===== src/rtl/core/ed4_pkg.sv =====
// ============================================================================
// ed4_pkg
// Shared types, constants and helper functions for the 4-bit error-diffusion
// dither block.
// ============================================================================
package ed4_pkg;

    localparam int MAX_WIDTH  = 1024;
    localparam int MAX_HEIGHT = 4096;
    localparam int COL_W      = $clog2(MAX_WIDTH);
    localparam int ROW_W      = $clog2(MAX_HEIGHT);
    localparam int FW_W       = 11;
    localparam int FH_W       = 13;
    localparam int GREY_W     = 8;
    localparam int ERR_W      = 6;
    localparam int CFG_IDX_W  = 2;
    localparam int CFG_DATA_W = 13;

    // Register indexes on the configuration port.
    localparam logic [CFG_IDX_W-1:0] CFG_FRAME_WIDTH  = CFG_IDX_W'(0);
    localparam logic [CFG_IDX_W-1:0] CFG_FRAME_HEIGHT = CFG_IDX_W'(1);

    localparam logic [FW_W-1:0] FRAME_WIDTH_RST  = FW_W'(640);
    localparam logic [FH_W-1:0] FRAME_HEIGHT_RST = FH_W'(480);
    localparam logic [FW_W-1:0] FRAME_WIDTH_MIN  = FW_W'(2);
    localparam logic [FW_W-1:0] FRAME_WIDTH_MAX  = FW_W'(MAX_WIDTH);
    localparam logic [FH_W-1:0] FRAME_HEIGHT_MIN = FH_W'(1);
    localparam logic [FH_W-1:0] FRAME_HEIGHT_MAX = FH_W'(MAX_HEIGHT);

    // Diffusion weights in sixteenths.
    localparam logic [4:0] W_ZERO     = 5'd0;
    localparam logic [4:0] W_ALL      = 5'd16;
    localparam logic [4:0] W_MID_R    = 5'd7;
    localparam logic [4:0] W_MID_DR   = 5'd1;
    localparam logic [4:0] W_MID_D    = 5'd5;
    localparam logic [4:0] W_MID_DL   = 5'd3;
    localparam logic [4:0] W_LEFT_R   = 5'd8;
    localparam logic [4:0] W_LEFT_DR  = 5'd2;
    localparam logic [4:0] W_LEFT_D   = 5'd6;
    localparam logic [4:0] W_RIGHT_D  = 5'd10;
    localparam logic [4:0] W_RIGHT_DL = 5'd6;

    // Multiplier that turns a division by three of a 10-bit sum into a shift.
    localparam logic [20:0] DIV3_MUL   = 21'd683;
    localparam int          DIV3_SHIFT = 11;

    typedef struct packed {
        logic [7:0] red;
        logic [7:0] green;
        logic [7:0] blue;
    } pix_in_t;

    typedef struct packed {
        logic [7:0] dithered_grey;
        logic       frame_end;
    } pix_out_t;

    typedef struct packed {
        logic first_row;
        logic first_col;
        logic last_col;
        logic bottom;
    } pos_flags_t;

    typedef struct packed {
        logic             left_en;
        logic [ERR_W-1:0] left_data;
        logic             tail_en;
        logic [ERR_W-1:0] tail_data;
    } err_wr_t;

    function automatic logic [GREY_W-1:0] grey_of(input pix_in_t p);
        logic [9:0]  sum;
        logic [20:0] prod;
        sum  = {2'b00, p.red} + {2'b00, p.green} + {2'b00, p.blue};
        prod = {11'b0, sum} * DIV3_MUL;
        return prod[DIV3_SHIFT +: GREY_W];
    endfunction

    // floor(weight * err / 16)
    function automatic logic [3:0] share(input logic [4:0] weight, input logic [3:0] err);
        logic [7:0] prod;
        prod = {3'b000, weight} * {4'b0000, err};
        return prod[7:4];
    endfunction

endpackage


===== src/rtl/core/ed4_diffuse.sv =====
// ============================================================================
// ed4_diffuse
// Adds the diffused error to one grey pixel, quantizes it and works out the
// shares of the residual error for the neighbors to the right and below.
// ============================================================================
module ed4_diffuse
    import ed4_pkg::*;
(
    input  logic [GREY_W-1:0] grey,
    input  logic [ERR_W-1:0]  pend,
    input  logic [ERR_W-1:0]  carry,
    input  logic [ERR_W-1:0]  next_here,
    input  logic [ERR_W-1:0]  next_ahead,
    input  pos_flags_t        flags,
    output logic [GREY_W-1:0] quant,
    output logic [ERR_W-1:0]  carry_next,
    output logic [ERR_W-1:0]  next_here_next,
    output logic [ERR_W-1:0]  next_ahead_next,
    output err_wr_t           err_wr
);

    logic [ERR_W-1:0]  pend_eff;
    logic [8:0]        sum;
    logic [GREY_W-1:0] sat;
    logic [3:0]        err;
    logic [4:0]        w_r, w_dr, w_d, w_dl;
    logic [ERR_W-1:0]  here;

    always_comb begin
        // The first row of a frame owes nothing from above.
        pend_eff = flags.first_row ? '0 : pend;
        sum      = {1'b0, grey} + {3'b000, pend_eff} + {3'b000, carry};
        sat      = sum[8] ? 8'hFF : sum[7:0];
        quant    = {sat[7:4], 4'h0};
        err      = sat[3:0];
    end

    always_comb begin
        if (flags.bottom) begin
            w_r  = flags.last_col ? W_ZERO : W_ALL;
            w_dr = W_ZERO;
            w_d  = W_ZERO;
            w_dl = W_ZERO;
        end else if (flags.first_col) begin
            w_r  = W_LEFT_R;
            w_dr = W_LEFT_DR;
            w_d  = W_LEFT_D;
            w_dl = W_ZERO;
        end else if (flags.last_col) begin
            w_r  = W_ZERO;
            w_dr = W_ZERO;
            w_d  = W_RIGHT_D;
            w_dl = W_RIGHT_DL;
        end else begin
            w_r  = W_MID_R;
            w_dr = W_MID_DR;
            w_d  = W_MID_D;
            w_dl = W_MID_DL;
        end
    end

    always_comb begin
        here              = next_ahead + {2'b00, share(w_d, err)};
        err_wr.left_en    = !flags.bottom && !flags.first_col;
        err_wr.left_data  = next_here + {2'b00, share(w_dl, err)};
        err_wr.tail_en    = !flags.bottom && flags.last_col;
        err_wr.tail_data  = here;
        if (flags.bottom || flags.last_col) begin
            next_here_next  = '0;
            next_ahead_next = '0;
        end else begin
            next_here_next  = here;
            next_ahead_next = {2'b00, share(w_dr, err)};
        end
        carry_next = flags.last_col ? '0 : {2'b00, share(w_r, err)};
    end

endmodule


===== config.mk =====
export PLATFORM = sky130hd
export DESIGN_NAME = ed4_diffuse
export DESIGN_NICKNAME = d
export VERILOG_FILES = /design/src/rtl/core/ed4_pkg.sv /design/src/rtl/core/ed4_diffuse.sv
export SDC_FILE = /design/constraint.sdc
export NUM_CORES = 1
export LEC_CHECK = 0
export ABC_AREA = 0
export BUFFER_PORTS_ARGS = -buffer_cell sky130_fd_sc_hd__buf_2
export CORE_MARGIN = 4
export CORE_UTILIZATION = 25
export DETAILED_ROUTE_END_ITERATION = 12
export PLACE_DENSITY = 0.47
export SETUP_SLACK_MARGIN = 0.05
export SLEW_MARGIN = 5
export SYNTH_ARGS = -nofsm -noshare
export SYNTH_HDL_FRONTEND = slang
export SYNTH_SLANG_ARGS = --single-unit

===== constraint.sdc =====
create_clock -name vclk -period 9.9
set_input_delay 0.495 -clock vclk [all_inputs]
set_output_delay 0.495 -clock vclk [all_outputs]
set_load 0.01 [all_outputs]

After elaboration in Yosys (flattened, before gate mapping)
Index checks and enable logic that the tools add are counted.
Word-level totals
  input port bits: 36
  logic and storage cells: 31
  output and inout port bits: 40
  register bits after elaboration: 0
Cells by class
  reduce and logical (&&, ||, !) cells: 5
  add/sub/neg operators: 4
  muxes and demuxes: 18
  multiply operators: 4
Operator list (count)
  $mul 5x4->8: 4
  $mux 4: 6
  $add 6x4->6: 2
  $mux 3: 4
  $mux 6: 2
  $mux 5: 2
  $add 8x6->9: 1
  $add 9x6->9: 1
  $mux 8: 1
  $mux 2: 2
  $logic_and 1x1->1: 2
  $logic_not 1->1: 2
  $logic_or 1x1->1: 1
  $mux 1: 1

Depth between registers and ports, before layout
Gate-level depths: netlist of the first run.
  depth after elaboration: 7
  gate-level depth with buffers: 23
  gate-level depth less buffers: 23

Least setup slack after synthesis of the first run
No wires, ideal clock.
  path kind: input to output
  start: input port flags[3] in the netlist's numbering
  end: output port next_here_next[5]
  data required time: 9405 ps
  slack: 3805 ps
  buffers on the path: 0
  stages: 22
  arrival: 5600 ps
  cells stage by stage: nand2b_1 -> fa_1 -> inv_1 -> ha_1 -> fa_1 -> xor2_1 -> nor2_1 -> nor3_1 -> inv_1 -> fa_1 -> fa_1 -> inv_1 -> ha_1 -> a21oi_1 -> nor2b_1 -> o21a_1 -> nor2_1 -> xnor2_1 -> ha_1 -> a21oi_1 -> or3_1 -> a21oi_1
On the way
  word-level cells in the longest chain between the ends: 7
RTL lines
  start: declaration: line ed4_diffuse.sv:14  | input pos_flags_t flags,
  $mux 6: line ed4_diffuse.sv:31  | pend_eff = flags.first_row ? '0 : pend;
  $add 8x6->9: line ed4_diffuse.sv:32  | sum = {1'b0, grey} + {3'b000, pend_eff} + {3'b000, carry};
  $add 9x6->9: line ed4_diffuse.sv:32
  $mux 8: line ed4_diffuse.sv:33  | sat = sum[8] ? 8'hFF : sum[7:0];
  $mul 5x4->8: line ed4_pkg.sv:83  | prod = {3'b000, weight} * {4'b0000, err};
  $add 6x4->6: line ed4_diffuse.sv:63  | here = next_ahead + {2'b00, share(w_d, err)};
  $mux 6: line ed4_diffuse.sv:68  | if (flags.bottom || flags.last_col) begin
  end: declaration: line ed4_diffuse.sv:17  | output logic [ERR_W-1:0] next_here_next,
Every way passes these cells.

Worst setup path in the final report of the first run
Same ends and word-level chain as after synthesis.

==> run_results.csv, run 1 <==
group,metric,value,unit
outcome,status,"completed",
die,fp.dieH,98.4,microns
routing,drt_iter0_markers,57,
sta,worst_slew_pin_slew,0.653,ns
synthesis,synthAdderAreaFrac,41.9,%
die,fp.dieArea,9680,sq um
cells_and_area,seq_cell_count,0,
routing,vias_per_cell,4.52,
min_path,hold_path_depth,3,
cells_and_area,regArea,0,sq um
worst_setup_path,worst_setup_path_start_kind,"primary input",
sta,fin_tns_setup,0,ns
routing,routedWlPerCell,11.4,microns
die,ioPinCount,76,
synthesis,netlist_top_cells_count,"ha_1, inv_1, nor2_1, fa_1, a21oi_1",
sta,period_minus_slack,6.84,ns
synthesis,syn_inst,258,
sta,setup_viol,0,
grt,grt.overflow.total,0,
routing,drc,0,
sta,max_freq,146,MHz
cells_and_area,clock_buffers,0,
worst_setup_path,crit_type,"in -> out",
cells_and_area,n_fill_cell,863,
sta,hold_violations,0,
synthesis,synth.top_cells.by_area,"ha_1, fa_1, inv_1, xnor2_1, a21oi_1",
clock_tree,cts-resized-gates,0,
synthesis,ys_seq_area_share,0,%
flow_run,cap_viol_max_count,0,
sta,rsz0062_at_grt,"false",
die,std_cell_rows,32,
routing,routed_wl,4800,microns
grt,antenna_found_initial,0,
cells_and_area,drive_above_1_share,24.1,%
synthesis,synth_top_family_by_area,"adder cells",
synthesis,synth-simple-area-share,19.6,%
cells_and_area,fin_nets,414,
sta,maxSlewHeadroom,56.2,%
clock_tree,cts_setup_buffers,0,
die,design.core.area,7850,sq um
power_and_ir_drop,total_leakage_power,1.47,nW
routing,drt_pre_antenna_iters,4,
sta,fin_crit_sh,69.1,%
power_and_ir_drop,ir_drop,0.0000327,V
grt,grt_usage,9.85,%
synthesis,synth_compound_area_share,18.6,%
worst_setup_path,crit_fanout,7,
power_and_ir_drop,power_density,91.9,nW/um^2
sta,holdWs,1.26,ns
cells_and_area,finish.utilization,31.1,%
routing,num_vias,1901,
grt,grt_max_degree,22,
routing,ant_nets,0,
worst_setup_path,crit_required,9.41,ns
cells_and_area,diodes,0,
clock_tree,cts-hold-fix-buffers,0,
cells_and_area,area_delta_synth_final,19.7,%
place,globalplace.congestion,0.775,
worst_setup_path,critPathCaptureType,"output port",
place,post-dp-hpwl,4370,microns
synthesis,synth_cell_types,40,
synthesis,yosysWarnings,0,
die,start_util,26.0,%
synthesis,yosysMostFrequentCell,"ha_1",
synthesis,syn_area,2040,sq um
sta,drv_slew,0,
die,die_w,98.4,microns
grt,grt_pass1_vias,1877,
min_path,hp-class,"in -> out",
worst_setup_path,worst_ep_arrival_time,6.35,ns
synthesis,synthXorXnorAreaFrac,7.72,%
synthesis,yosys.area.top_type,"ha_1",
grt,grt_pass1_wl,8480,microns
synthesis,synth_top_area_share,23.3,%
synthesis,synth_mux_area_share,1.10,%
place,portBuffers,66,
synthesis,syn-mean-instance-area,7.91,sq um
[stage by stage]
| step | instance area (sq um) | total power [W] | instances | setup slack [ns] |
|---|---|---|---|---|
| detailed placement | 2440 | 0.000227 | 421 | 3.03 |
| global placement | 2440 | 0.000228 | 421 | 3.17 |
| finish | 2440 | 0.000225 | 421 | 3.06 |
| floorplan | 2080 | 0.000164 | 267 | 3.81 |
| CTS | 2440 | 0.000229 | 421 | 3.03 |
| global route | 2440 | 0.000258 | 421 | 2.53 |
[per-layer routing]
metal	wire, microns	vias to the layer above	track usage, %	part of all wire, %
met1	2270	873	14.2	47
met5	0	-	0	0
li1	-	978	-	-
met4	27	0	0.525	0.56
met3	190	2	0.429	4.0
met2	2310	48	17.1	48
[critical path, stage by stage]
cell,delay [ns]
buf_2,0.13
nor2b_1,0.14
fa_1,0.43
ha_1,0.38
o211ai_2,0.16
o32ai_2,0.52
nor2_1,0.21
nor3_1,0.55
inv_1,0.27
fa_1,0.55
fa_1,0.52
inv_1,0.04
ha_1,0.21
a21oi_1,0.20
nor2b_1,0.09
o21a_1,0.18
nor2_1,0.12
xnor2_1,0.09
ha_1,0.33
a21oi_1,0.08
or3_1,0.33
a21oi_1,0.17
buf_2,0.15
[cell usage in the layout, fill, tap and decap left out, drive strengths merged, types with 2 or more instances in the layout]
cell type  count
nor3           8
nor2b          6
o21ai          7
nand2         14
a211oi         2
xor2           8
ha            38
mux2           2
inv           35
conb          10
nand3          2
buf           66
a21oi         17
and2           7
or3            4
a21o           9
nor2          20
nand2b        11
or2            3
fa            19
o21a           3
o21bai         2
xnor2         10
o211ai         2
[layout make-up]
type	instances	area [sq um]	share of cell area (%)
Inverter	35	131	5.38
Multi-Input combinational cell	218	1850	75.9
Tap cell	102	128	5.22
Timing Repair Buffer	66	330	13.5
[final timing paths]
kind | from | endpoint | slack (ns)
max | flags[3] | next_here_next[5] | 3.06
min | next_here[5] | err_wr[12] | 1.26
[cells by family (layout without fill, tap and decap cells)]
kind of cell,after synthesis,in the layout
xor gates and xnor gates,18,18
and+or+nand+nor,79,79
other,1,10
AOI/OAI and AO/OA,52,52
buffers and inverters,49,101
adders and majority gates,57,57
muxes,2,2
[report_power, final]
part / leakage, nW / switching [W] / internal [W] / total (W)
Sequential: 0 / 0 / 0 / 0
Combinational: 1.47 / 0.000128 / 0.0000969 / 0.000225
Clock: 0 / 0 / 0 / 0
Power figures use the tool's default switching activity.
==> run 2, diff against run 1 <==
Settings changed: PLACE_DENSITY 0.47 to 0.49.
Clock period 9.9 ns to 5.95 ns, I/O delays scaled along.
==> run 2 against run 1 <==
Clock-buffer cell count is the same. Global-route usage fell by 0.25 points. Utilization grew 1.6 points. Critical path type unchanged.
==> run_results.csv, run 2 (synthesis results as in run 1) <==
group,metric,value,unit
place,globalplace.congestion,0.776,
die,fp.dieH,98.4,microns
grt,grt_pass1_wl,8310,microns
routing,routed_wl,4860,microns
place,post-dp-hpwl,4350,microns
cells_and_area,seq_cell_count,0,
cells_and_area,fin_nets,419,
clock_tree,cts-hold-fix-buffers,0,
sta,period_minus_slack,5.62,ns
flow_run,cap_viol_max_count,0,
worst_setup_path,worstSetupEndpoint,"next_here_next[5]",
grt,grt_usage,9.60,%
sta,drv_slew,0,
die,fp.dieArea,9680,sq um
cells_and_area,final_cells,426,
routing,vias_per_cell,4.52,
sta,maxSlewHeadroom,66.6,%
power_and_ir_drop,power_density,158,nW/um^2
routing,drc,0,
power_and_ir_drop,p_sw,0.000225,W
worst_setup_path,crit_path_max_incr_delay,0.48,ns
power_and_ir_drop,pwr-share-clk,0,%
cells_and_area,regArea,0,sq um
worst_setup_path,cpMaxStageDelayCell,"fa_1",
sta,hold_violations,0,
worst_setup_path,crit_required,5.65,ns
cells_and_area,drive_above_1_share,29.0,%
worst_setup_path,crit_cells,23,
sta,setup_viol,0,
sta,fin_crit_sh,94.4,%
sta,worst_slew_pin_slew,0.496,ns
routing,ant_nets,0,
worst_setup_path,crit_chain,"buf_2 -> nand2b_1 -> fa_1 -> inv_1 -> ha_4 -> a211oi_4 -> o32ai_4 -> buf_4 -> o21a_1 -> and2_2 -> fa_1 -> ha_1 -> ha_1 -> a21oi_2 -> nor2b_1 -> o21a_1 -> nor2_2 -> xnor2_1 -> ha_1 -> a21oi_1 -> or3_1 -> a21oi_1 -> buf_2",
die,start_util,26.0,%
worst_setup_path,cp_common_cell,"ha_1",
sta,fin_tns_setup,0,ns
sta,max_freq,178,MHz
outcome,status,"completed",
routing,routedWlPerCell,11.4,microns
grt,antenna_found_initial,0,
power_and_ir_drop,ir_drop,0.0000488,V
worst_setup_path,crit_start,"flags[3]",
worst_setup_path,crit_family,"adder cells",
sta,rsz0062_at_grt,"false",
die,die_w,98.4,microns
cells_and_area,final_common_cell,"buf_2",
cells_and_area,diodes,0,
min_path,hp-class,"in -> out",
die,std_cell_rows,32,
power_and_ir_drop,total_leakage_power,1.50,nW
grt,grt_pass1_vias,1906,
cells_and_area,clock_buffers,0,
power_and_ir_drop,finalPower,0.000405,W
sta,holdWs,0.860,ns
worst_setup_path,worst_setup_path_start_kind,"primary input",
power_and_ir_drop,p_comb_share,100.0,%
routing,drt_pre_antenna_iters,4,
place,portBuffers,66,
power_and_ir_drop,p_seq_share,0,%
die,design.core.area,7850,sq um
worst_setup_path,critPathCaptureType,"output port",
worst_setup_path,crit_type,"in -> out",
cells_and_area,area_delta_synth_final,25.7,%
die,ioPinCount,76,
worst_setup_path,crit_fanout,6,
worst_setup_path,critPathBufInv,4,
power_and_ir_drop,p_int,0.000180,W
power_and_ir_drop,swShare,55.6,%
grt,grt.overflow.total,0,
cells_and_area,n_fill_cell,877,
routing,drt_iter0_markers,50,
routing,num_vias,1927,
worst_setup_path,worst_ep_arrival_time,5.32,ns
place,dp.cells,425,
cells_and_area,layout_common_cells,"buf_2, inv_1, ha_1",
grt,grt_max_degree,22,
## run 2: changes by cell type in the layout (fill, tap and decap cells not counted), sizes merged
| cell | change |
|---|---|
| buf | +5 |
## run 2: stage by stage
stage	worst slack, ns	utilization (%)	cell area, sq um
detailed placement	0.0190	31.5	2470
global route	0.0617	32.7	2570
global placement	0.0367	31.5	2470
finish	0.331	32.7	2570
CTS	0.0952	31.7	2480
floorplan	0.250	-	2080
## run 2: worst min-delay path, delay by kind of cell
| family | cells | cell delay, ns |
|---|---|---|
| buf+inv | 2 | 0.21 |
| xor+xnor | 1 | 0.05 |
## run 2: repair_timing
| action | CTS | global route |
|---|---|---|
| buffers inserted | 0 | 1 |
| endpoints found under the setup margin | 1 | 7 |
| gates resized for setup | 1 | 14 |
| pin swaps | 0 | 5 |
| cloned | 0 | 0 |
## run 2: routing by layer
layer	GRT usage, %	part of all wire, %
met4	0.105	0
met5	0	0
met3	0.571	4.2
met1	13.5	46
met2	17.2	49
## run 2: area by class of cell
cell class                 instances  area (sq um)  share of cell area [%]
timing repair buffer              71           368                    14.3
inverter                          35           131                    5.12
tap                              102           128                    4.97
multi-input combinational        218          1940                    75.6
## run 2: worst min-delay path by stage
stage,start,end,slack [ns],cells past startpoint
2_1_floorplan,next_here[5],err_wr[12],0.68,1
3_3_place_gp,next_here[5],err_wr[12],0.86,3
3_5_place_dp,next_here[5],err_wr[12],0.87,3
4_1_cts,next_here[5],err_wr[12],0.87,3
5_1_grt,next_here[5],err_wr[12],0.88,3
6_report,next_here[5],err_wr[12],0.86,3
## run 2: power groups by stage
stage               Clock (W)  Combinational [W]  Sequential (W)
finish                      0           0.000405               0
global route                0           0.000461               0
detailed placement          0           0.000386               0
CTS                         0           0.000391               0
global placement            0           0.000383               0
floorplan                   0           0.000273               0
==> run 3, diff against run 2 <==
Settings changed: CORE_UTILIZATION 25 to 48, PLACE_DENSITY 0.49 to 0.82.
==> run 3 against run 2 <==
Clock-buffer cell count unchanged. Sequential cell count did not move. Non-clock buffer count shrank 1. Critical path type unchanged. Largest cell class unchanged.
==> run_results.csv, run 3 (synthesis results as in run 1) <==
group,metric,value,unit
die,fp.dieArea,5360,sq um
worst_setup_path,critPathCaptureType,"output port",
worst_setup_path,crit_type,"in -> out",
worst_setup_path,crit_path_max_incr_delay,0.49,ns
grt,grt_usage,17.5,%
min_path,hp-class,"in -> out",
cells_and_area,area_delta_synth_final,21.6,%
sta,setup_viol,0,
worst_setup_path,worst_ep_arrival_time,5.41,ns
die,fp.dieH,73.2,microns
outcome,status,"completed",
routing,ant_nets,0,
routing,drt_iter0_markers,60,
power_and_ir_drop,power_density,163,nW/um^2
die,std_cell_rows,23,
sta,drv_slew,0,
power_and_ir_drop,ir_drop,0.0000843,V
power_and_ir_drop,total_leakage_power,1.50,nW
sta,period_minus_slack,5.70,ns
worst_setup_path,worst_setup_path_start_kind,"primary input",
worst_setup_path,crit_fanout,6,
routing,drc,0,
power_and_ir_drop,finalPower,0.000405,W
sta,holdWs,0.860,ns
sta,max_freq,175,MHz
cells_and_area,drive_above_1_share,27.9,%
sta,rsz0062_at_grt,"false",
cells_and_area,layout_common_cells,"buf_2, ha_1, inv_1",
die,start_util,50.3,%
min_path,hold_path_depth,3,
cells_and_area,diodes,0,
cells_and_area,n_fill_cell,352,
cells_and_area,multi_input_area,1930,sq um
sta,maxSlewHeadroom,66.8,%
grt,grt.overflow.total,0,
place,post-dp-hpwl,4170,microns
worst_setup_path,cpMaxStageDelayCell,"fa_1",
grt,grt_max_degree,22,
clock_tree,cts-hold-fix-buffers,0,
routing,drt_pre_antenna_iters,5,
cells_and_area,fin_nets,418,
routing,vias_per_cell,5.31,
place,globalplace.congestion,0.837,
grt,antenna_found_initial,0,
cells_and_area,regArea,0,sq um
routing,num_vias,1981,
worst_setup_path,crit_family,"adder cells",
place,portBuffers,66,
cells_and_area,seq_cell_count,0,
routing,routedWlPerCell,12.8,microns
cells_and_area,final_common_cell,"buf_2",
sta,hold_violations,0,
sta,worst_slew_pin_slew,0.494,ns
die,design.core.area,4060,sq um
die,ioPinCount,76,
sta,fin_crit_sh,95.9,%
routing,routed_wl,4760,microns
worst_setup_path,crit_start,"flags[3]",
worst_setup_path,crit_cells,23,
worst_setup_path,cp_common_cell,"ha_1",
grt,grt_pass1_wl,7900,microns
worst_setup_path,critPathBufInv,4,
worst_setup_path,crit_required,5.65,ns
die,die_w,73.2,microns
worst_setup_path,crit_chain,"buf_2 -> nand2b_1 -> fa_1 -> inv_1 -> ha_1 -> a211oi_4 -> o32ai_4 -> buf_4 -> o21a_1 -> and2_1 -> fa_1 -> ha_1 -> ha_1 -> a21oi_2 -> nor2b_1 -> o21a_1 -> nor2_1 -> xnor2_1 -> ha_1 -> a21oi_1 -> or3_1 -> a21oi_1 -> buf_2",
min_path,min_from,"next_here[5]",
cells_and_area,clock_buffers,0,
grt,grt_pass1_vias,1985,
flow_run,cap_viol_max_count,0,
-- run 3: cell types whose count changed in the layout (fill, tap and decap cells not counted), sizes merged --
cell / delta
buf: -1
-- run 3: path summary, 6_finish.rpt --
check	slack, ns	end
setup / recovery	0.25	next_here_next[5]
hold / removal	0.86	err_wr[12]
-- run 3: what timing repair did --
action                     in CTS  in global routing
gates resized for setup         1                 13
setup buffers                   0                  1
hold endpoints to repair        0                  0
setup endpoints to repair       1                  5
pin swaps                       0                  2
gates cloned                    0                  0
-- run 3: area by class of cell --
type | count | area share, %
multi-input cells | 218 | 77.7
inverters | 35 | 5.29
repair buffers | 70 | 14.5
well taps | 50 | 2.52
-- run 3: through the flow --
step	setup TNS, ns	cells	worst slack (ns)	cell area, sq um	utilization [%]
finish	0	373	0.246	2480	61.2
global route	0	373	0.0367	2480	61.2
CTS	0	372	0.0661	2410	59.4
detailed placement	-0.0150	372	-0.0150	2400	59.2
global placement	0	372	0.212	2400	59.2
floorplan	0	267	0.250	2080	-
-- run 3: routing by layer --
| metal | wire [microns] | global-route usage, % | up-vias |
|---|---|---|---|
| li1 | - | - | 985 |
| met1 | 1990 | 21.8 | 935 |
| met2 | 2470 | 32.9 | 55 |
| met3 | 240 | 0.964 | 6 |
| met4 | 54 | 3.89 | 0 |
| met5 | 0 | 0 | - |
-- run 3: worst min-delay path: cells and delay by family --
family / cells / cell delay [ns]
buf+inv: 2 / 0.21
xor+xnor: 1 / 0.05
-- run 3: report_power, final --
group,total (W),internal [W],switching [W]
clock network,0,0,0
registers,0,0,0
logic,0.000405,0.000178,0.000226
